$ cat config.mk
export PLATFORM = sky130hd
export DESIGN_NAME = prot_outbuf
export DESIGN_NICKNAME = d
export VERILOG_FILES = /design/src/hw/rtl/prot_pkg.sv /design/src/hw/rtl/prot_outbuf.sv
export SDC_FILE = /design/constraint.sdc
export NUM_CORES = 1
export LEC_CHECK = 0
export CAP_MARGIN = 10
export CORE_MARGIN = 2
export CORE_UTILIZATION = 30
export DETAILED_ROUTE_END_ITERATION = 10
export DONT_BUFFER_PORTS = 1
export GPL_TIMING_DRIVEN = 0
export PLACE_DENSITY = 0.43
export SLEW_MARGIN = 0
export SYNTH_ARGS = -nofsm -noshare
export SYNTH_HDL_FRONTEND = slang
export SYNTH_SLANG_ARGS = --single-unit
$ cat constraint.sdc
create_clock -name aclk -period 9.9 [get_ports aclk]
set_input_delay 0.495 -clock aclk [delete_from_list [all_inputs] [get_ports aclk]]
set_output_delay 0.495 -clock aclk [all_outputs]
set_load 0.01 [all_outputs]
$ cat src/hw/rtl/prot_pkg.sv
// Shared types, constants and the arctangent table for the point rotation block.
`default_nettype none

package prot_pkg;

    // Default build values for the top-level parameters
    localparam int CORDIC_STAGES_DEF = 16;
    localparam int FRAC_BITS_DEF     = 16;

    // Port and field widths
    localparam int COORD_W     = 32;
    localparam int IN_DATA_W   = 5 * COORD_W;
    localparam int OUT_DATA_W  = 2 * COORD_W;
    localparam int OUT_USER_W  = 1;

    // Datapath widths
    localparam int DIFF_W      = COORD_W + 1;        // point - pivot, never wraps
    localparam int ANGLE_W     = 32;                 // binary angle, 2^32 per turn
    localparam int XY_W        = 32;                 // CORDIC x/y, 30 fraction bits
    localparam int CS_W        = 31;                 // cos/sin, 28 fraction bits
    localparam int PROD_W      = DIFF_W + CS_W;
    localparam int ROUND_SHIFT = 28;
    localparam int OFF_W       = PROD_W - ROUND_SHIFT;
    localparam int SUM_W       = OFF_W + 1;

    // Angle reduction: ang = 360*A + g, worked out through u2 = ang + 360*ANGLE_BIAS
    localparam int U2_W         = COORD_W + 1;
    localparam int QUOT_W       = 25;
    localparam int REM_W        = 9;
    localparam int DIVN_W       = 30;
    localparam int PRE_SHIFT    = 3;                 // 360 = 8 * 45
    localparam int DEG_TURN     = 360;
    localparam int DEG_ROUND_PRE = (DEG_TURN / 2) / (1 << PRE_SHIFT);
    localparam logic [QUOT_W-1:0] ANGLE_BIAS   = 25'd5965233;
    localparam logic [U2_W-1:0]   ANGLE_OFFSET = 33'd2147483880;   // 360 * ANGLE_BIAS
    localparam int RECIP_W      = 31;
    localparam logic [RECIP_W-1:0] RECIP45     = 31'd1527099484;  // ceil(2^36 / 45)
    localparam int RECIP_SHIFT  = 36;
    localparam int RECIP_PROD_W = DIVN_W + RECIP_W;
    localparam int ANGLE_LAT    = 5;

    localparam logic [ANGLE_W-1:0] TURN_QUARTER = 32'h4000_0000;
    localparam logic [ANGLE_W-1:0] TURN_HALF    = 32'h8000_0000;

    localparam logic signed [XY_W-1:0]    CORDIC_GAIN = 32'sd652032874;
    localparam logic signed [COORD_W-1:0] COORD_MAX   = 32'sh7FFF_FFFF;
    localparam logic signed [COORD_W-1:0] COORD_MIN   = 32'sh8000_0000;

    // Folded binary angle handed to the CORDIC
    typedef struct packed {
        logic                      neg;
        logic signed [ANGLE_W-1:0] z;
    } bang_t;

    typedef struct packed {
        logic signed [CS_W-1:0] cos_v;
        logic signed [CS_W-1:0] sin_v;
    } trig_t;

    typedef struct packed {
        logic signed [DIFF_W-1:0]  dx;
        logic signed [DIFF_W-1:0]  dy;
        logic signed [COORD_W-1:0] cx;
        logic signed [COORD_W-1:0] cy;
    } offset_t;

    typedef struct packed {
        logic signed [COORD_W-1:0] rot_x;
        logic signed [COORD_W-1:0] rot_y;
        logic                      overflow;
    } result_t;

    // atan(2^-i) in binary-angle units, rounded to nearest
    function automatic logic signed [ANGLE_W-1:0] atan_turn(input int unsigned idx);
        case (idx)
            0:  atan_turn = 32'sd536870912;
            1:  atan_turn = 32'sd316933406;
            2:  atan_turn = 32'sd167458907;
            3:  atan_turn = 32'sd85004756;
            4:  atan_turn = 32'sd42667331;
            5:  atan_turn = 32'sd21354465;
            6:  atan_turn = 32'sd10679838;
            7:  atan_turn = 32'sd5340245;
            8:  atan_turn = 32'sd2670163;
            9:  atan_turn = 32'sd1335087;
            10: atan_turn = 32'sd667544;
            11: atan_turn = 32'sd333772;
            12: atan_turn = 32'sd166886;
            13: atan_turn = 32'sd83443;
            14: atan_turn = 32'sd41722;
            15: atan_turn = 32'sd20861;
            16: atan_turn = 32'sd10430;
            17: atan_turn = 32'sd5215;
            18: atan_turn = 32'sd2608;
            19: atan_turn = 32'sd1304;
            20: atan_turn = 32'sd652;
            21: atan_turn = 32'sd326;
            22: atan_turn = 32'sd163;
            23: atan_turn = 32'sd81;
            24: atan_turn = 32'sd41;
            25: atan_turn = 32'sd20;
            26: atan_turn = 32'sd10;
            27: atan_turn = 32'sd5;
            28: atan_turn = 32'sd3;
            29: atan_turn = 32'sd1;
            default: atan_turn = '0;
        endcase
    endfunction

endpackage

`default_nettype wire

$ cat src/hw/rtl/prot_outbuf.sv
// Output register with a skid word; its full flag stalls the whole pipeline.
`default_nettype none

module prot_outbuf (
    input  wire                     aclk,
    input  wire                     aresetn,
    input  wire                     in_valid,
    input  wire prot_pkg::result_t  in_res,
    output logic                    in_ready,
    output logic                    out_valid,
    input  wire                     out_ready,
    output prot_pkg::result_t       out_res
);
    import prot_pkg::*;

    logic    out_vld_reg, out_vld_next;
    logic    skid_full_reg, skid_full_next;
    result_t out_res_reg, out_res_next;
    result_t skid_res_reg, skid_res_next;

    // Output slot refills from the skid word first, then from the pipeline
    always_comb begin
        out_vld_next   = out_vld_reg;
        out_res_next   = out_res_reg;
        skid_full_next = skid_full_reg;
        skid_res_next  = skid_res_reg;
        if (!out_vld_reg || out_ready) begin
            if (skid_full_reg) begin
                out_vld_next   = 1'b1;
                out_res_next   = skid_res_reg;
                skid_full_next = 1'b0;
            end else if (in_valid) begin
                out_vld_next   = 1'b1;
                out_res_next   = in_res;
            end else begin
                out_vld_next   = 1'b0;
            end
        end else if (in_valid && !skid_full_reg) begin
            skid_full_next = 1'b1;
            skid_res_next  = in_res;
        end
    end

    always_ff @(posedge aclk) begin
        if (!aresetn) begin
            out_vld_reg   <= 1'b0;
            skid_full_reg <= 1'b0;
        end else begin
            out_vld_reg   <= out_vld_next;
            skid_full_reg <= skid_full_next;
        end
    end

    always_ff @(posedge aclk) begin
        out_res_reg  <= out_res_next;
        skid_res_reg <= skid_res_next;
    end

    assign in_ready  = !skid_full_reg;
    assign out_valid = out_vld_reg;
    assign out_res   = out_res_reg;

`ifndef SYNTHESIS
    a_skid_order: assert property (@(posedge aclk) disable iff (!aresetn)
        skid_full_reg |-> out_vld_reg)
        else $error("skid word held while output slot empty");
`endif

endmodule

`default_nettype wire

======== Word level (Yosys, flattened, before mapping) ========
Cells that the tools add are included.
word-level totals
  flip-flop bits (word level) ............. 132
  bits of input ports ..................... 69
  output and inout bits ................... 67
  word-level logic and storage cells ...... 22
operators by class
  multiplexer cells ....................... 4
  bitwise gates (word level) .............. 2
  reduce and logical (&&, ||, !) cells .... 8
operators by type and width
  operator             number
  65-bit 2-to-1 mux    2
  2-bit AND reduction  2
  1-bit logical NOT    2
  1-bit 2-to-1 mux     2
  1-bit NOT            2
  2-bit nonzero test   1
  2-bit OR reduction   1
  1-bit logical AND    1
  1-bit logical OR     1

======== Depth between registers and ports, before layout ========
  depth in word-level cells ............... 4
  mapped depth ............................ 5
  depth with buffers taken out ............ 2

======== Worst setup path after synthesis ========
No wires, ideal clock.
  kind .................................... input to register
  start point ............................. in out_ready
  end point ............................... reg skid_res_reg[0] in the netlist's numbering, enable pin
  setup time .............................. 0.581 ns
  data arrival time ....................... 5.449 ns
  data required time ...................... 9.319 ns
  setup slack ............................. 3.870 ns
  stages .................................. 2
  buffers on the path ..................... 0
  cell sequence ........................... nand2b_1 > nor3b_1
between the ends
  word-level cells in the longest chain between the ends .. 3
ends and longest elaborated chain
  what                                  RTL line           source
  from (decl)                           prot_outbuf.sv:11  input wire out_ready,
  1-bit logical OR                      prot_outbuf.sv:27  if (!out_vld_reg || out_ready) begin
  1-bit NOT (no source line)            -
  2-bit AND reduction (no source line)  -
  to (signal assigned)                  prot_outbuf.sv:56  skid_res_reg <= skid_res_next;
  to (decl)                             prot_outbuf.sv:19  result_t skid_res_reg, skid_res_next;
Every way passes these cells.
A chain may end at the register's enable or synchronous reset.

======== Worst setup path after layout ========
  start point ............................. reg skid_full_reg
  end point ............................... reg skid_res_reg[27] in the netlist's numbering, enable pin
between the ends
  word-level cells in the longest chain between the ends .. 3
ends and longest elaborated chain
  what                                  RTL line           source
  from (decl)                           prot_outbuf.sv:17  logic skid_full_reg, skid_full_next;
  from (signal assigned)                prot_outbuf.sv:50  skid_full_reg <= skid_full_next;
  1-bit logical NOT                     prot_outbuf.sv:38  end else if (in_valid && !skid_full_reg) begin
  1-bit logical AND                     prot_outbuf.sv:38
  2-bit AND reduction (no source line)  -
Every way passes these cells.

==> metrics.csv <==
metric,value,unit
numPortBuffers,0,
drt_iter0_markers,84,
worstPathRequired,10.01,ns
ios,136,
postCtsSetupBuffers,0,
rrSetupSlack,7.65,ns
p_leak,0.00188,uW
crit_arrival,2.36,ns
cts.sinks,132,
setup_slack,7.65,ns
hold_viol_final,0,
syn_area,4810,um2
syn_inst,212,
synth_warnings,0,
regArea,3940,um2
period_needed,2.25,ns
rows,46,
rsz0062_at_grt,false,
drtPass1Iterations,4,
avgSynthCellArea,22.7,um2
cp-end-kind,register,
finalSetupViolations,0,
synth_nets,281,
drive_above_1_share,43.3,%
tightest_slew,0.605,ns
routabilityCongestion,0.706,
multiInputGateArea,807,um2
r2r_end,skid_res_reg[27],
wire_per_inst,18.6,um
die-area,17100,um2
peakVddDrop,0.103,mV
crit_start,skid_full_reg,
synth_seq_cells,132,
die_w,131,um
fin_nets,308,
wirelength,8.70,mm
postCtsHoldBufs,0,
critPathKind,reg -> reg,
clk_path_buf_depth,2,
ant_nets,0,
fin_skew,0.00489,ns
synth.most_common_cell,edfxtp_1,
netlist_top_cells_count,"edfxtp_1 (130), mux2_2 (59), mux2_4 (6)",
cp_max_fo,11,
antenna_found_initial,0,
yosys.cell_types.count,13,
critPathCapture,skid_res_reg[27],
insertion_delay,0.40,ns
cts_root_buf,clkbuf_16,
synthToLayoutAreaGrowth,19.9,%
tns,0,ns
numCtsBuffers,17,
ys_seq_area_share,82.0,%
synth_edf_count,130,
cap_violations,0,
powerDensity,229,nW/um2
cts.clk_slew.worst_paths,0.06,ns
cts_max_level,4,
n_antenna_cell,0,
synth_top_cells_by_area,"edfxtp_1 (81%), mux2_2 (14%), mux2_4 (1.9%)",
drc,0,
ys_async_sr_fraction,0,%
layout_worst_path_cycle_share,22.7,%
start_util,30.5,%
yosys.area.top_type,edfxtp_1,
status,"complete, no violations",
grt_first_pass_wirelength,13.2,mm
grt_max_degree,34,
max_freq,445,MHz
synth_ff_type,edfxtp_1,
die_y,131,um
grt_pass1_vias,2196,
core_area,15800,um2
worst-r2r-cell-count,8,
grt-ovfl-total,0,
grt_usage,10.9,%
vias_per_cell,4.34,
tritoncts,built,
dpl.hpwl,5.76,mm
hold_path_class,in -> reg,
r2r-start,skid_full_reg,
crit_path_start_kind,register,
synth_top_area_share,81.2,%
relSlewSlack,59.5,%
fillCellCount,1486,
dp_slack,7.60,ns
post_cts_resize_count,0,
slew_viol_final,0,
vias,2033,
[power breakdown]
part           switching [uW]  internal (uW)
registers                18.5            647
clock network             221            394
logic                    18.9           18.8
total                     259           1060
[critical path, stage by stage, from the launching register on]
cell,delay [ns]
dfxtp_1,0.30
buf_6,0.13
buf_6,0.15
buf_12,0.15
nor3b_2,0.51
buf_6,0.24
buf_6,0.15
buf_6,0.13
buf_6,0.17
[through the flow]
stage          area (um2)  hold WS (ns)  power, uW  std cells  utilization, %
4_1_cts              5770         0.151       1340        468            36.6
5_1_grt              5770         0.151       1370        468            36.6
3_3_place_gp         5080         0.528        716        428            32.2
2_1_floorplan        4810         0.523        702        212               -
6_report             5770         0.181       1320        468            36.6
3_5_place_dp         5190         0.532        717        436            32.9
[placed cells by master (no fill, tap or decap), types with 2 or more instances in the layout]
cell type,instances
dfxtp_1,2
bufinv_16,3
edfxtp_1,130
clkinvlp_4,2
mux2_2,59
clkinv_2,3
buf_2,5
buf_12,2
clkbuf_1,5
buf_6,9
mux2_4,6
clkbuf_16,17
[worst min-delay path by stage]
| stage | to | from | cells past startpoint |
|---|---|---|---|
| after global routing | skid_res_reg[20] | in_res[20] | 0 |
| after floorplan | out_res[0] | skid_res_reg[0] | 1 |
| after detailed placement | out_res[31] | skid_res_reg[31] | 1 |
| after global placement | out_res[10] | skid_res_reg[10] | 1 |
| after CTS | skid_res_reg[30] | in_res[30] | 0 |
| final | skid_res_reg[14] | in_res[14] | 0 |
[layer usage]
metal / vias up / global-route usage, % / wire, um
li1: 905 / - / -
met1: 1022 / 13.4 / 3630
met2: 92 / 14.9 / 3940
met3: 14 / 6.60 / 936
met4: 0 / 6.01 / 197
met5: - / 0 / 0
[kinds of logic after synthesis]
kind of cell	Yosys count	synth area share, %
muxes	65	15.7
buffers and inverters	9	1.48
DFF	132	82.0
AOI/OAI and AO/OA	2	0.312
and+or+nand+nor	4	0.520
[area by class of cell]
| type | count | area share, % |
|---|---|---|
| plain buffers | 8 | 1.17 |
| clock buffers | 22 | 7.70 |
| clock inverters | 10 | 2.30 |
| inverters | 1 | 0.0651 |
| multi-input cells | 71 | 14.0 |
| flip-flops and latches | 132 | 68.4 |
| well taps | 216 | 4.69 |
| repair buffers | 8 | 1.71 |
Power figures use the tool's default switching activity.
