### src/hw/rtl/prot_pkg.sv
// Shared types, constants and the arctangent table for the point rotation block.
`default_nettype none

package prot_pkg;

    // Default build values for the top-level parameters
    localparam int CORDIC_STAGES_DEF = 16;
    localparam int FRAC_BITS_DEF     = 16;

    // Port and field widths
    localparam int COORD_W     = 32;
    localparam int IN_DATA_W   = 5 * COORD_W;
    localparam int OUT_DATA_W  = 2 * COORD_W;
    localparam int OUT_USER_W  = 1;

    // Datapath widths
    localparam int DIFF_W      = COORD_W + 1;        // point - pivot, never wraps
    localparam int ANGLE_W     = 32;                 // binary angle, 2^32 per turn
    localparam int XY_W        = 32;                 // CORDIC x/y, 30 fraction bits
    localparam int CS_W        = 31;                 // cos/sin, 28 fraction bits
    localparam int PROD_W      = DIFF_W + CS_W;
    localparam int ROUND_SHIFT = 28;
    localparam int OFF_W       = PROD_W - ROUND_SHIFT;
    localparam int SUM_W       = OFF_W + 1;

    // Angle reduction: ang = 360*A + g, worked out through u2 = ang + 360*ANGLE_BIAS
    localparam int U2_W         = COORD_W + 1;
    localparam int QUOT_W       = 25;
    localparam int REM_W        = 9;
    localparam int DIVN_W       = 30;
    localparam int PRE_SHIFT    = 3;                 // 360 = 8 * 45
    localparam int DEG_TURN     = 360;
    localparam int DEG_ROUND_PRE = (DEG_TURN / 2) / (1 << PRE_SHIFT);
    localparam logic [QUOT_W-1:0] ANGLE_BIAS   = 25'd5965233;
    localparam logic [U2_W-1:0]   ANGLE_OFFSET = 33'd2147483880;   // 360 * ANGLE_BIAS
    localparam int RECIP_W      = 31;
    localparam logic [RECIP_W-1:0] RECIP45     = 31'd1527099484;  // ceil(2^36 / 45)
    localparam int RECIP_SHIFT  = 36;
    localparam int RECIP_PROD_W = DIVN_W + RECIP_W;
    localparam int ANGLE_LAT    = 5;

    localparam logic [ANGLE_W-1:0] TURN_QUARTER = 32'h4000_0000;
    localparam logic [ANGLE_W-1:0] TURN_HALF    = 32'h8000_0000;

    localparam logic signed [XY_W-1:0]    CORDIC_GAIN = 32'sd652032874;
    localparam logic signed [COORD_W-1:0] COORD_MAX   = 32'sh7FFF_FFFF;
    localparam logic signed [COORD_W-1:0] COORD_MIN   = 32'sh8000_0000;

    // Folded binary angle handed to the CORDIC
    typedef struct packed {
        logic                      neg;
        logic signed [ANGLE_W-1:0] z;
    } bang_t;

    typedef struct packed {
        logic signed [CS_W-1:0] cos_v;
        logic signed [CS_W-1:0] sin_v;
    } trig_t;

    typedef struct packed {
        logic signed [DIFF_W-1:0]  dx;
        logic signed [DIFF_W-1:0]  dy;
        logic signed [COORD_W-1:0] cx;
        logic signed [COORD_W-1:0] cy;
    } offset_t;

    typedef struct packed {
        logic signed [COORD_W-1:0] rot_x;
        logic signed [COORD_W-1:0] rot_y;
        logic                      overflow;
    } result_t;

    // atan(2^-i) in binary-angle units, rounded to nearest
    function automatic logic signed [ANGLE_W-1:0] atan_turn(input int unsigned idx);
        case (idx)
            0:  atan_turn = 32'sd536870912;
            1:  atan_turn = 32'sd316933406;
            2:  atan_turn = 32'sd167458907;
            3:  atan_turn = 32'sd85004756;
            4:  atan_turn = 32'sd42667331;
            5:  atan_turn = 32'sd21354465;
            6:  atan_turn = 32'sd10679838;
            7:  atan_turn = 32'sd5340245;
            8:  atan_turn = 32'sd2670163;
            9:  atan_turn = 32'sd1335087;
            10: atan_turn = 32'sd667544;
            11: atan_turn = 32'sd333772;
            12: atan_turn = 32'sd166886;
            13: atan_turn = 32'sd83443;
            14: atan_turn = 32'sd41722;
            15: atan_turn = 32'sd20861;
            16: atan_turn = 32'sd10430;
            17: atan_turn = 32'sd5215;
            18: atan_turn = 32'sd2608;
            19: atan_turn = 32'sd1304;
            20: atan_turn = 32'sd652;
            21: atan_turn = 32'sd326;
            22: atan_turn = 32'sd163;
            23: atan_turn = 32'sd81;
            24: atan_turn = 32'sd41;
            25: atan_turn = 32'sd20;
            26: atan_turn = 32'sd10;
            27: atan_turn = 32'sd5;
            28: atan_turn = 32'sd3;
            29: atan_turn = 32'sd1;
            default: atan_turn = '0;
        endcase
    endfunction

endpackage

`default_nettype wire

### src/hw/rtl/prot_angle.sv
// Angle reduction: degrees modulo 360 to a folded 32-bit binary angle, five stages.
`default_nettype none

module prot_angle #(
    parameter int FRAC_BITS = prot_pkg::FRAC_BITS_DEF
) (
    input  wire                                 aclk,
    input  wire                                 aresetn,
    input  wire                                 en,
    input  wire                                 in_valid,
    input  wire logic signed [prot_pkg::ANGLE_W-1:0] angle,
    output logic                                out_valid,
    output prot_pkg::bang_t                     out_ang
);
    import prot_pkg::*;

    localparam int TURN_SHIFT = ANGLE_W - FRAC_BITS;

    logic [ANGLE_LAT-1:0]       vld_reg;
    logic [U2_W-1:0]            u2_reg, u2_next;
    logic [RECIP_PROD_W-1:0]    quot_prod_reg, quot_prod_next;
    logic [REM_W-1:0]           low_reg;
    logic [QUOT_W-1:0]          quot;
    logic [REM_W-1:0]           rem_next;
    logic [FRAC_BITS-1:0]       turns_reg, turns_next, turns2_reg;
    logic [DIVN_W-1:0]          frac_num_reg, frac_num_next;
    logic [RECIP_PROD_W-1:0]    frac_prod_reg, frac_prod_next;
    logic [TURN_SHIFT-1:0]      frac_turn;
    logic [ANGLE_W-1:0]         bang, bang_chk;
    bang_t                      ang_reg, ang_next;

    // Stage 1: offset the angle so it is never negative
    assign u2_next = U2_W'(angle) + ANGLE_OFFSET;

    // Stage 2: quotient by 360 as (u2 / 8) * ceil(2^36 / 45)
    assign quot_prod_next = RECIP_PROD_W'(u2_reg[U2_W-1:PRE_SHIFT]) * RECIP_PROD_W'(RECIP45);

    // Stage 3: whole turns (low bits only) and remainder degrees g
    always_comb begin
        quot          = quot_prod_reg[RECIP_SHIFT +: QUOT_W];
        rem_next      = low_reg - REM_W'(quot[REM_W-1:0] * REM_W'(DEG_TURN));
        turns_next    = FRAC_BITS'(quot - ANGLE_BIAS);
        frac_num_next = (DIVN_W'(rem_next) << (TURN_SHIFT - PRE_SHIFT))
                        + DIVN_W'(DEG_ROUND_PRE);
    end

    // Stage 4: fraction of a turn, floor((g * 2^k + 180) / 360)
    assign frac_prod_next = RECIP_PROD_W'(frac_num_reg) * RECIP_PROD_W'(RECIP45);

    // Stage 5: assemble binary angle and fold into [-90, 90) degrees
    always_comb begin
        frac_turn    = frac_prod_reg[RECIP_SHIFT +: TURN_SHIFT];
        bang         = {turns2_reg, frac_turn};
        bang_chk     = bang + TURN_QUARTER;
        ang_next.neg = bang_chk[ANGLE_W-1];
        ang_next.z   = ang_next.neg ? $signed(bang ^ TURN_HALF) : $signed(bang);
    end

    // Valid bits
    always_ff @(posedge aclk) begin
        if (!aresetn) begin
            vld_reg <= '0;
        end else if (en) begin
            vld_reg <= {vld_reg[ANGLE_LAT-2:0], in_valid};
        end
    end

    // Payload stages
    always_ff @(posedge aclk) begin
        if (en) begin
            u2_reg        <= u2_next;
            quot_prod_reg <= quot_prod_next;
            low_reg       <= u2_reg[REM_W-1:0];
            turns_reg     <= turns_next;
            frac_num_reg  <= frac_num_next;
            turns2_reg    <= turns_reg;
            frac_prod_reg <= frac_prod_next;
            ang_reg       <= ang_next;
        end
    end

    assign out_valid = vld_reg[ANGLE_LAT-1];
    assign out_ang   = ang_reg;

`ifndef SYNTHESIS
    a_rem_range: assert property (@(posedge aclk) disable iff (!aresetn)
        vld_reg[1] |-> (rem_next < REM_W'(DEG_TURN)))
        else $error("angle remainder out of range");

    a_fold_range: assert property (@(posedge aclk) disable iff (!aresetn)
        vld_reg[ANGLE_LAT-1] |-> (ang_reg.z[ANGLE_W-1] == ang_reg.z[ANGLE_W-2]))
        else $error("folded angle outside half turn");
`endif

endmodule

`default_nettype wire

### config.mk
export PLATFORM = sky130hd
export DESIGN_NAME = prot_angle
export DESIGN_NICKNAME = d
export VERILOG_FILES = /design/src/hw/rtl/prot_pkg.sv /design/src/hw/rtl/prot_angle.sv
export SDC_FILE = /design/constraint.sdc
export NUM_CORES = 1
export LEC_CHECK = 0
export ABC_AREA = 1
export ABC_CLOCK_PERIOD_IN_PS = 10700
export BUFFER_PORTS_ARGS = -buffer_cell sky130_fd_sc_hd__buf_2
export CORE_ASPECT_RATIO = 0.8
export CORE_UTILIZATION = 40
export CTS_BUF_LIST = sky130_fd_sc_hd__clkbuf_8 sky130_fd_sc_hd__clkbuf_16
export DETAILED_ROUTE_END_ITERATION = 16
export HOLD_SLACK_MARGIN = 0.12
export SLEW_MARGIN = 20
export SYNTH_ARGS = -nofsm -noshare
export SYNTH_HDL_FRONTEND = slang
export SYNTH_SLANG_ARGS = --single-unit
### constraint.sdc
create_clock -name aclk -period 10.7 [get_ports aclk]
set_input_delay 0.535 -clock aclk [delete_from_list [all_inputs] [get_ports aclk]]
set_output_delay 0.535 -clock aclk [all_outputs]
set_load 0.01 [all_outputs]
**Word level (Yosys, flattened, before mapping)**

Index checks and enable logic that the tools add are counted.

- $add $sub $neg: 5
- Multiply operators: 3
- Mux-type cells: 1
- Bitwise gates (word level): 1

Operators with widths:

| kind | count |
|---|---|
| 30-bit by 29-bit multiplier with 50-bit output, second input constant | 2 |
| 33-bit by 32-bit adder with 33-bit output, second input constant | 1 |
| 32-bit by 31-bit adder with 32-bit output, second input constant | 1 |
| 32-bit two-way mux | 1 |
| 22-bit by 5-bit adder with 23-bit output, second input constant | 1 |
| 16-bit by 11-bit subtractor with 16-bit output, second input constant | 1 |
| 9-bit by 6-bit multiplier with 6-bit output, second input constant | 1 |
| 9-bit subtractor | 1 |
| 1-bit NOT | 1 |

- Bits in registers: 242
- Bits of input ports: 36
- Output and inout port bits: 34
- Word-level logic and storage cells: 20

**Longest topological paths before layout**

Gate-level depths: netlist of the first run.

- Depth after elaboration: 3
- Depth in mapped cells: 28

**Worst setup path before layout of the first run**

OpenSTA, ideal clock, no wires.

- Path kind: register to register
- From: register u2_reg[18]
- To: register quot_prod_reg[47], data pin
- Setup time: 0.254 ns
- Arrival time: 5.478 ns
- Data required time: 10.446 ns
- Path slack: 4.968 ns
- Cell stages (with the launch flop): 23
- Path buffers: 0
- Clock period less this slack: 5.732 ns
- Cells stage by stage: edfxtp_1 > ha_1 > fa_1 > inv_1 > fa_1 > inv_1 > fa_1 > fa_1 > fa_1 > fa_1 > inv_1 > fa_1 > inv_1 > ha_1 > nand2_1 > nor2_1 > inv_1 > nor2_1 > nand2_1 > nor2_1 > nand2_1 > nand4_1 > nand2_1

- Word-level cells in the longest chain between the ends: 1

RTL lines:

| item | line | source |
|---|---|---|
| from (decl) | prot_angle.sv:20 | `logic [U2_W-1:0] u2_reg, u2_next;` |
| from (signal assigned) | prot_angle.sv:71 | `u2_reg <= u2_next;` |
| 30-bit by 29-bit multiplier with 50-bit output | prot_angle.sv:36 | `assign quot_prod_next = RECIP_PROD_W'(u2_reg[U2_W-1:PRE_SHIFT]) * RECIP_PROD_W'(RECIP45);` |
| named net quot_prod_next[47] | prot_angle.sv:21 | `logic [RECIP_PROD_W-1:0] quot_prod_reg, quot_prod_next;` |
| to (signal assigned) | prot_angle.sv:72 | `quot_prod_reg <= quot_prod_next;` |
| to (decl) | prot_angle.sv:21 |  |

The timed path passes the listed nets, and every way through them passes these cells.
A chain may end at the register's enable or synchronous reset.

**Worst setup path after layout of the first run**

- From: register u2_reg[18]
- To: register quot_prod_reg[39], data pin

The elaborated chain is that of the path after synthesis.

==> out/results.ini, run 1 <==
[synth]
synth_top_flop_cell=edfxtp_1
synth_edf_count=148
netlist.area_leader.share_pct=25.48
ys_seq_area_share_pct=17.22
synth-seq-cells=153
synthCells=3100
synthTopCellsByArea=fa_1, ha_1, edfxtp_1, inv_1, nand2_1
syn-mean-instance-area_sq_um=8.514
syn_nets=3951
yosysTopAreaCell=fa_1
synth_cell_type_count=35
postSynth.asyncResetShare_pct=0
yosys_warnings=0
netlist_area_sq_um=26390

[global_route]
grt_pass1_wl_microns=112200
grt_max_degree=86
grt_use_total_pct=22.66
antenna_found_initial=0
overflow=0
grt_pass1_vias=19266

[worst_setup_path]
max_stage_delay_ps=590
cp_common_cell=fa_1
required_ps=10980
cp.arrival_ps=6700
critPathKind=reg -> reg
start_kind=flip-flop
r2r_setup_slack_ps=4280
rr_worst_depth=20
crit_family=adder cells
critPathMaxFanout=5
critPathCaptureType=flip-flop
r2r-end=quot_prod_reg[39]
cp_num_buf_inv=5
rr_startpoint=u2_reg[18]
slowest_stage=fa_1
crit_chain=ha_1 -> fa_1 -> inv_1 -> fa_1 -> inv_1 -> fa_1 -> fa_1 -> fa_1 -> fa_1 -> inv_1 -> fa_1 -> inv_1 -> ha_1 -> nand2_1 -> nor2_1 -> inv_1 -> nor3_2 -> nand4_1 -> nand4_1 -> nand2_1

[sta]
period_share_pct=60.04
rsz0062_at_grt=no
maxSlewViolCount=0
slew-limit-headroom_pct=33.69
tns_ps=0
finalHoldViolations=0
fin_crit_ps=6425
fin_skew_ps=21.12
max_slew.worst_pin.slew_ps=994.6
fmax_mhz=155.6
setup_violations=0

[clocking]
clk_pin_slew_worst_paths_ps=90
cts_root_buffer=clkbuf_16
clock_latency_ps=520
post_cts_buffers=0
post_cts_resized=0
cts.htree.levels=4
clk_path_buf_depth=2
cts_num_sinks=153
tritoncts=yes
cts_made_buffers=17
holdBufCountCts=0

[finish]
layout-drive-gt1-share_pct=5.125
antenna_cells=0
fin_nets=4038
syn2layout_area_growth_pct=7.760

[routing]
vias=19307
antenna_left=0
wl_met3_microns=6566
drt-total-wl_microns=71930
top_layer_used=met4
drt_iter0_markers=1365
drc=0
met1Wirelength_microns=36490
vias_per_cell=4.767
wl_per_cell_microns=17.76
wl_met2_microns=27890
dr.pass1.iters=5

[placed_design]
place_hpwl_microns=63110
place_congestion=0.9784
port_buffers=69

[die]
initial_core_util_pct=40.80
coreArea_sq_um=64700
dieArea_sq_um=67020
die_h_microns=231.8
die_w_microns=289.2
ios=70
rows=83

[flow_run]
drv_cap=0

[hold_path]
hold_depth=1
hold_start=angle[0]
hold_path_class=in -> reg
min_to=u2_reg[0]

[run_status]
outcome=finished, final reports clean

-- placed cells by master (no fill, tap or decap), types with 2 or more instances in the layout --
master,n
inv_8,4
nor2_2,14
o21ai_0,37
fa_1,336
nand3_1,66
clkinv_8,4
nor2_4,6
or2_2,3
edfxtp_1,148
xor2_1,54
nor2_1,154
xnor2_1,24
nor4_1,3
nand4_1,39
a21oi_1,69
a21o_1,4
nand2_1,634
dfxtp_1,5
nand3_2,2
inv_6,4
clkinv_1,2
nor3_2,9
nand2_2,18
nor3_1,20
buf_2,68
nand3b_1,9
inv_1,932
o21bai_1,18
inv_12,2
ha_1,479
inv_2,5
clkbuf_16,17
-- routing by layer --
layer | global-route usage (%) | vias to the layer above
li1 | - | 9553
met5 | 0 | -
met2 | 31.24 | 591
met1 | 34.24 | 9111
met3 | 6.798 | 52
met4 | 5.066 | 0
-- per-stage QoR --
stage	util, %	instance area, sq um	hold WS, ps	worst slack [ps]	instances
floorplan	-	26390	400.3	4968	3100
global placement	42.98	27810	401.1	4317	4018
detailed placement	42.98	27810	404.5	4346	4018
CTS	43.96	28440	170.8	4350	4050
global route	43.96	28440	196.1	3945	4050
finish	43.96	28440	208.3	4275	4050
-- worst register-to-register path, cell delays in order (launching register included) --
cell and delay [ps]:
edfxtp_1 550, ha_1 530, fa_1 580, inv_1 50
fa_1 470, inv_1 50, fa_1 480, fa_1 590
fa_1 440, fa_1 490, inv_1 50, fa_1 470
inv_1 40, ha_1 310, nand2_1 100, nor2_1 300
inv_1 120, nor3_2 230, nand4_1 150, nand4_1 150
nand2_1 70
-- cells by family after synthesis --
group	after synthesis	share of synthesized area (%)
adder cells (fa/ha/maj)	815	48.19
buffers and inverters	941	13.38
XOR/XNOR	79	2.650
AO/OA/AOI/OAI	132	2.821
AND/OR/NAND/NOR	980	15.74
flip-flops	153	17.22
-- area by class of cell --
class | instances | area [sq um]
fillers | 6433 | 36260
multi-input cells | 2006 | 18320
flip-flops and latches | 153 | 4544
inverters | 939 | 3525
well taps | 850 | 1064
clock buffers | 17 | 425.4
repair buffers | 70 | 359.1
clock inverters | 15 | 207.7
-- synthesized netlist by cell type (3+ instances only) --
cell      number
inv_2          5
nor3_1        20
nor3_2         9
xnor2_1       24
nor2_2        14
nor2_1       154
nand3b_1       9
or2_2          3
nand2_2       18
o21bai_1      18
a21oi_1       69
edfxtp_1     148
nor4_1         3
nand2_1      634
ha_1         479
a21o_1         4
xor2_1        54
nand4_1       39
nand3_1       66
o21ai_0       37
fa_1         336
dfxtp_1        5
nor2_4         6
inv_1        932
-- how the worst max path moves through the flow --
| stage | startpoint | to | slack (ps) | depth (start not counted) |
|---|---|---|---|---|
| 2_1_floorplan | u2_reg[18] | quot_prod_reg[47] | 4970 | 22 |
| 3_3_place_gp | u2_reg[18] | quot_prod_reg[39] | 4320 | 23 |
| 3_5_place_dp | u2_reg[18] | quot_prod_reg[47] | 4350 | 22 |
| 4_1_cts | u2_reg[18] | quot_prod_reg[39] | 4350 | 20 |
| 5_1_grt | u2_reg[18] | quot_prod_reg[47] | 3940 | 22 |
| 6_report | u2_reg[18] | quot_prod_reg[39] | 4280 | 20 |
Power of run 1 is not shown: default switching activity piles up to over one toggle a cycle in this logic, so the estimate is an artifact.
==> inputs of run 2 (changes only) <==
- ABC_AREA: 1 -> 0
- ABC_CLOCK_PERIOD_IN_PS: 10700 -> 6300
- clock period: 10.7 -> 6.3 ns (I/O delays scaled with it)
==> run 2 against run 1 <==
The run now ends with negative setup slack left. Utilization up 6.3 points. Routed wire length down 21%. Hold slack worse by 52 ps. Die area down 15%. Sequential share of layout area up 0.32 points. Count of clock-buffer cells in the layout unchanged. Worst setup slack worse by 4700 ps. Design area down 1.9%. Cell count down 21%. Register-to-register slack worse by 4700 ps. Fmax down 3.9%. Critical endpoint is now quot_prod_reg[50].
==> out/results.ini, run 2 <==
[finish]
antenna_cells=0  ; unchanged
syn2layout_area_growth_pct=23.77
layout_common_cells=inv_1, ha_1, fa_1
layout_commonest_cell=inv_1
instances_no_fill=3193  ; -21%
fin_nets=3282  ; -19%
layout-drive-gt1-share_pct=23.70  ; +19 points
final_util_pct=50.26  ; +6.3 points

[global_route]
grt_max_degree=56  ; -35%
overflow=0  ; unchanged
grt_pass1_vias=16375  ; -15%
antenna_found_initial=0  ; unchanged
grt_pass1_wl_microns=88950  ; -21%
grt_use_total_pct=20.78  ; -1.9 points

[clocking]
clk_path_buf_depth=2  ; unchanged
cts.htree.levels=4  ; unchanged
tritoncts=yes
cts_num_sinks=153  ; unchanged
clock_latency_ps=480  ; -40 ps
cts_made_buffers=17  ; unchanged
clk_pin_slew_worst_paths_ps=60  ; -30 ps
cts_root_buffer=clkbuf_16

[sta]
worst_slack_ps=-384.4  ; -4660 ps
fmax_mhz=149.6  ; -3.9%
fin_crit_ps=6684  ; +259.6 ps
maxSlewViolCount=0  ; unchanged
rsz0062_at_grt=yes
slew-limit-headroom_pct=53.48  ; +20 points
fin_skew_ps=12.08  ; -9.041 ps
setup_violations=14  ; +14
hold_slack_ps=156.2  ; -52.10 ps
finalHoldViolations=0  ; unchanged
max_slew.worst_pin.slew_ps=697.9  ; -296.7 ps
period_share_pct=106.1  ; +46 points

[hold_path]
hold_start=angle[16]
hold_depth=2  ; +1
hold_path_class=in -> reg
min_to=u2_reg[16]

[routing]
dr.pass1.iters=5  ; unchanged
vias=15057  ; -22%
wl_per_cell_microns=17.84  ; +0.45%
drt-total-wl_microns=56960  ; -21%
drc=0  ; unchanged
drt_iter0_markers=678  ; -50%
antenna_left=0  ; unchanged
vias_per_cell=4.716  ; -1.1%

[worst_setup_path]
critPathKind=reg -> reg
cp.arrival_ps=6910  ; +210 ps
start_kind=flip-flop
r2r-end=quot_prod_reg[50]
critPathMaxFanout=5  ; unchanged
rr_startpoint=u2_reg[9]
critPathCaptureType=flip-flop
rr_worst_depth=27  ; +35%
r2r_setup_slack_ps=-380  ; -4660 ps
required_ps=6530  ; -4450 ps

[synth]
netlist_area_sq_um=22530  ; -15%
yosys_warnings=0  ; unchanged
ys_seq_area_share_pct=20.17  ; +2.9 points
syn-mean-instance-area_sq_um=11.07  ; +30%
postSynth.asyncResetShare_pct=0  ; unchanged
synthTopCellsByArea=fa_1, ha_1, edfxtp_1, inv_1, xnor2_1
yosysMostFrequentCell=inv_1
netlist.area_leader.share_pct=29.85  ; +4.4 points
synthCells=2036  ; -34%
syn_nets=2887  ; -27%
synth_cell_type_count=57  ; +63%
synthTopCellsByCount=inv_1, ha_1, fa_1
synth_top_flop_cell=edfxtp_1
synth-seq-cells=153  ; unchanged
synth_edf_count=148  ; unchanged
yosysTopAreaCell=fa_1

[flow_run]
drv_cap=0  ; unchanged

[die]
coreArea_sq_um=55490  ; -14%
die_h_microns=214.3  ; -7.5%
dieArea_sq_um=57290  ; -15%
ios=70  ; unchanged
die_w_microns=267.4  ; -7.5%
rows=77  ; -7.2%
initial_core_util_pct=40.61  ; -0.19 points

[placed_design]
numPlacedInstances=3096  ; -23%
port_buffers=69  ; unchanged
place_hpwl_microns=49990  ; -21%
place_congestion=0.9391  ; -4.0%

[run_status]
failed_checks=negative setup slack
outcome=finished with violations

run 2: cell count changes after synthesis, moves of 16 or more:
| cell | change |
|---|---|
| a21oi_1 | -22 |
| inv_1 | -317 |
| nand4_1 | -30 |
| nand3_1 | -47 |
| xnor2_1 | +47 |
| nand2_2 | -18 |
| nand2_1 | -580 |
| a21o_1 | +16 |
| nor2_1 | -126 |
| o21ai_0 | -16 |
run 2: worst max-delay path, cell delays in order, from the launching register on:
cell,delay [ps]
edfxtp_1,470
buf_4,190
ha_4,160
xor2_1,150
ha_1,280
inv_2,40
fa_1,500
inv_1,60
ha_1,290
inv_2,40
fa_1,430
inv_1,80
fa_2,440
fa_1,570
inv_2,60
fa_1,550
inv_2,50
ha_4,250
and4_4,150
and3_4,170
a22oi_2,170
o211ai_1,110
buf_4,170
a2111oi_4,410
nor3_2,90
or3_4,360
a21oi_4,130
xnor2_1,60
run 2: area by class of cell:
cell class	count	area (sq um)
timing repair buffer	379	2765
clock inverter	14	136.4
sequential	153	4544
clock buffer	17	425.4
multi-input combinational	1265	16770
fill	5012	27600
tap	750	938.4
inverter	615	2308
run 2: kinds of logic (layout without fill, tap and decap cells):
group	count (synthesis)	after routing	synth area share, %
AO/OA/AOI/OAI	144	144	4.192
XOR/XNOR	117	117	4.548
flip-flops	153	153	20.17
buffers and inverters	618	1025	10.29
AND/OR/NAND/NOR	184	184	4.131
multiplexers	5	5	0.2221
adder cells (fa/ha/maj)	815	815	56.45
run 2: timing repair:
item / in CTS / in global routing
hold endpoints to repair: 10 / 0
hold buffers: 7 / 0
endpoints found under the setup margin: 22 / 23
gates resized for setup: 107 / 86
pin swaps: 71 / 75
buffers inserted: 36 / 24
run 2: worst max-delay path by stage:
stage               start  slack [ps]           endpoint  cells after the start
3_5_place_dp   u2_reg[17]        -700  quot_prod_reg[50]                     22
4_1_cts        u2_reg[18]        -330  quot_prod_reg[50]                     22
6_report        u2_reg[9]        -380  quot_prod_reg[50]                     27
3_3_place_gp    u2_reg[6]        -640  quot_prod_reg[50]                     20
2_1_floorplan  u2_reg[19]        -100  quot_prod_reg[50]                     21
5_1_grt         u2_reg[9]        -580  quot_prod_reg[50]                     26
run 2: metrics by stage:
stage	TNS, ps	instance area (sq um)	worst slack, ps
after floorplan	-140.6	22660	-96.91
after global placement	-7637	25770	-640.9
after detailed placement	-8029	25770	-697.8
after CTS	-2057	27280	-327.2
after global routing	-5586	27890	-579.6
final	-2873	27890	-384.4
run 2: layer usage:
metal	up-vias	wire length (microns)	global-route usage, %
met1	7464	27060	29.05
met3	59	4014	6.063
li1	7233	-	-
met5	-	0	0
met2	301	24970	31.58
met4	0	921	4.847
Power of run 2 is left out for the same reason.
==> inputs of run 3 (changes only) <==
- SKIP_CTS_REPAIR_TIMING: unset -> 1
==> run 3 against run 2 <==
Worst setup slack got worse by 67 ps. First-iteration DRC count fell by 6.2%. Sequential cell count did not move. Highest routed layer unchanged. The run still ends with negative setup slack left.
==> out/results.ini, run 3 (synthesis results as in run 2) <==
[sta]
fin_skew_ps=10.44  ; -1.639 ps
setup_violations=16  ; +2
max_slew.worst_pin.slew_ps=693.9  ; -3.925 ps
maxSlewViolCount=0  ; unchanged
worst_slack_ps=-451.1  ; -66.65 ps
slew-limit-headroom_pct=53.74  ; +0.26 points
fin_crit_ps=6751  ; +66.65 ps
finalHoldViolations=0  ; unchanged
rsz0062_at_grt=yes
fmax_mhz=148.1  ; -0.99%
tns_ps=-4187  ; -1314 ps
period_share_pct=107.2  ; +1.1 points

[routing]
dr.pass1.iters=6  ; +1
drc=0  ; unchanged
wl_per_cell_microns=17.85  ; about the same
antenna_left=0  ; unchanged
vias_per_cell=4.702  ; -0.29%
vias=14881  ; -1.2%
drt-total-wl_microns=56510  ; -0.80%
drt_iter0_markers=636  ; -6.2%

[die]
coreArea_sq_um=55490  ; unchanged
ios=70  ; unchanged
die_h_microns=214.3  ; unchanged
die_w_microns=267.4  ; unchanged
initial_core_util_pct=40.61  ; unchanged
dieArea_sq_um=57290  ; unchanged
rows=77  ; unchanged

[global_route]
grt_pass1_vias=16075  ; -1.8%
overflow=0  ; unchanged
grt_pass1_wl_microns=87640  ; -1.5%
antenna_found_initial=0  ; unchanged
grt_use_total_pct=20.51  ; -0.27 points
grt_max_degree=56  ; unchanged

[finish]
final_util_pct=49.22  ; -1.0 points
layout_common_cells=inv_1, ha_1, fa_1
fillCellCount=5074  ; +1.2%
antenna_cells=0  ; unchanged
layout_commonest_cell=inv_1
finalInstanceArea_sq_um=27320  ; -2.1%
fin_nets=3254  ; -0.85%
layout-drive-gt1-share_pct=20.79  ; -2.9 points
syn2layout_area_growth_pct=21.22

[clocking]
tritoncts=yes
clk_pin_slew_worst_paths_ps=60  ; about the same
cts.htree.levels=4  ; unchanged
cts_num_sinks=153  ; unchanged
cts_made_buffers=17  ; unchanged
clk_path_buf_depth=2  ; unchanged
cts_root_buffer=clkbuf_16
clock_latency_ps=480  ; about the same

[hold_path]
min_to=u2_reg[16]
hold_start=angle[16]
hold_path_class=in -> reg
hold_depth=2  ; unchanged

[worst_setup_path]
cp_num_buf_inv=4  ; -4
max_stage_delay_ps=600  ; +30 ps
rr_worst_depth=22  ; -19%
critPathCaptureType=flip-flop
r2r-end=quot_prod_reg[50]
crit_family=adder cells
crit_chain=ha_4 -> inv_1 -> fa_1 -> inv_1 -> fa_1 -> inv_1 -> fa_1 -> inv_1 -> fa_1 -> fa_2 -> fa_1 -> ha_4 -> ha_4 -> a21oi_1 -> o21ai_2 -> a311oi_2 -> o211ai_1 -> a2111oi_4 -> nor3_2 -> or3_4 -> a21oi_4 -> xnor2_1
cp_common_cell=fa_1
slowest_stage=fa_2
critPathKind=reg -> reg
cp.arrival_ps=6980  ; +70 ps
rr_startpoint=u2_reg[6]
r2r_setup_slack_ps=-450  ; -70 ps
start_kind=flip-flop
required_ps=6530  ; about the same
critPathMaxFanout=4  ; -1

[placed_design]
dpl_cell_area_sq_um=25770  ; unchanged
port_buffers=69  ; unchanged
place_hpwl_microns=49990  ; unchanged
place_congestion=0.9391  ; unchanged

[run_status]
outcome=finished with violations
failed_checks=negative setup slack

[flow_run]
drv_cap=0  ; unchanged

## run 3: changes by cell type in the layout (fill, tap and decap cells not counted), sizes merged
cell         delta
dlygate4sd3     -1
buf            -27
## run 3: how the worst max path moves through the flow
stage	from	end	slack, ps	cells past startpoint
global route	u2_reg[6]	quot_prod_reg[50]	-620	22
CTS	u2_reg[17]	quot_prod_reg[50]	-710	22
detailed placement	u2_reg[17]	quot_prod_reg[50]	-700	22
global placement	u2_reg[6]	quot_prod_reg[50]	-640	20
floorplan	u2_reg[19]	quot_prod_reg[50]	-100	21
finish	u2_reg[6]	quot_prod_reg[50]	-450	22
## run 3: routing by layer
metal / vias to the layer above / global-route usage [%] / wire length, microns / share of wire (%)
li1: 7178 / - / - / -
met1: 7386 / 29.14 / 27640 / 49
met2: 266 / 30.76 / 24650 / 44
met3: 51 / 5.799 / 3401 / 6.0
met4: 0 / 4.828 / 817 / 1.4
met5: - / 0 / 0 / 0
## run 3: worst register-to-register path, cell delays in order, from the launching register on
cell and delay [ps]:
edfxtp_1 530, ha_4 360, inv_1 60, fa_1 500, inv_1 50, fa_1 520
inv_1 70, fa_1 480, inv_1 60, fa_1 550, fa_2 600, fa_1 460
ha_4 300, ha_4 200, a21oi_1 160, o21ai_2 100, a311oi_2 190, o211ai_1 230
a2111oi_4 430, nor3_2 100, or3_4 370, a21oi_4 130, xnor2_1 60
## run 3: layout make-up
type	count	area (sq um)	area share, %
multi-input combinational	1265	16470	60.29
sequential	153	4544	16.64
timing repair buffer	351	2495	9.133
inverter	615	2308	8.451
tap	750	938.4	3.435
clock buffer	17	425.4	1.557
clock inverter	14	136.4	0.4993
## run 3: stage by stage
step | worst slack [ps] | instances | hold slack (ps)
after floorplan | -96.91 | 2036 | 400.3
after global placement | -640.9 | 3096 | 401.6
after detailed placement | -697.8 | 3096 | 404.5
after CTS | -713.9 | 3127 | -7.384
after global routing | -616.7 | 3165 | 137.9
final | -451.1 | 3165 | 156.8
Power of run 3 is left out for the same reason.
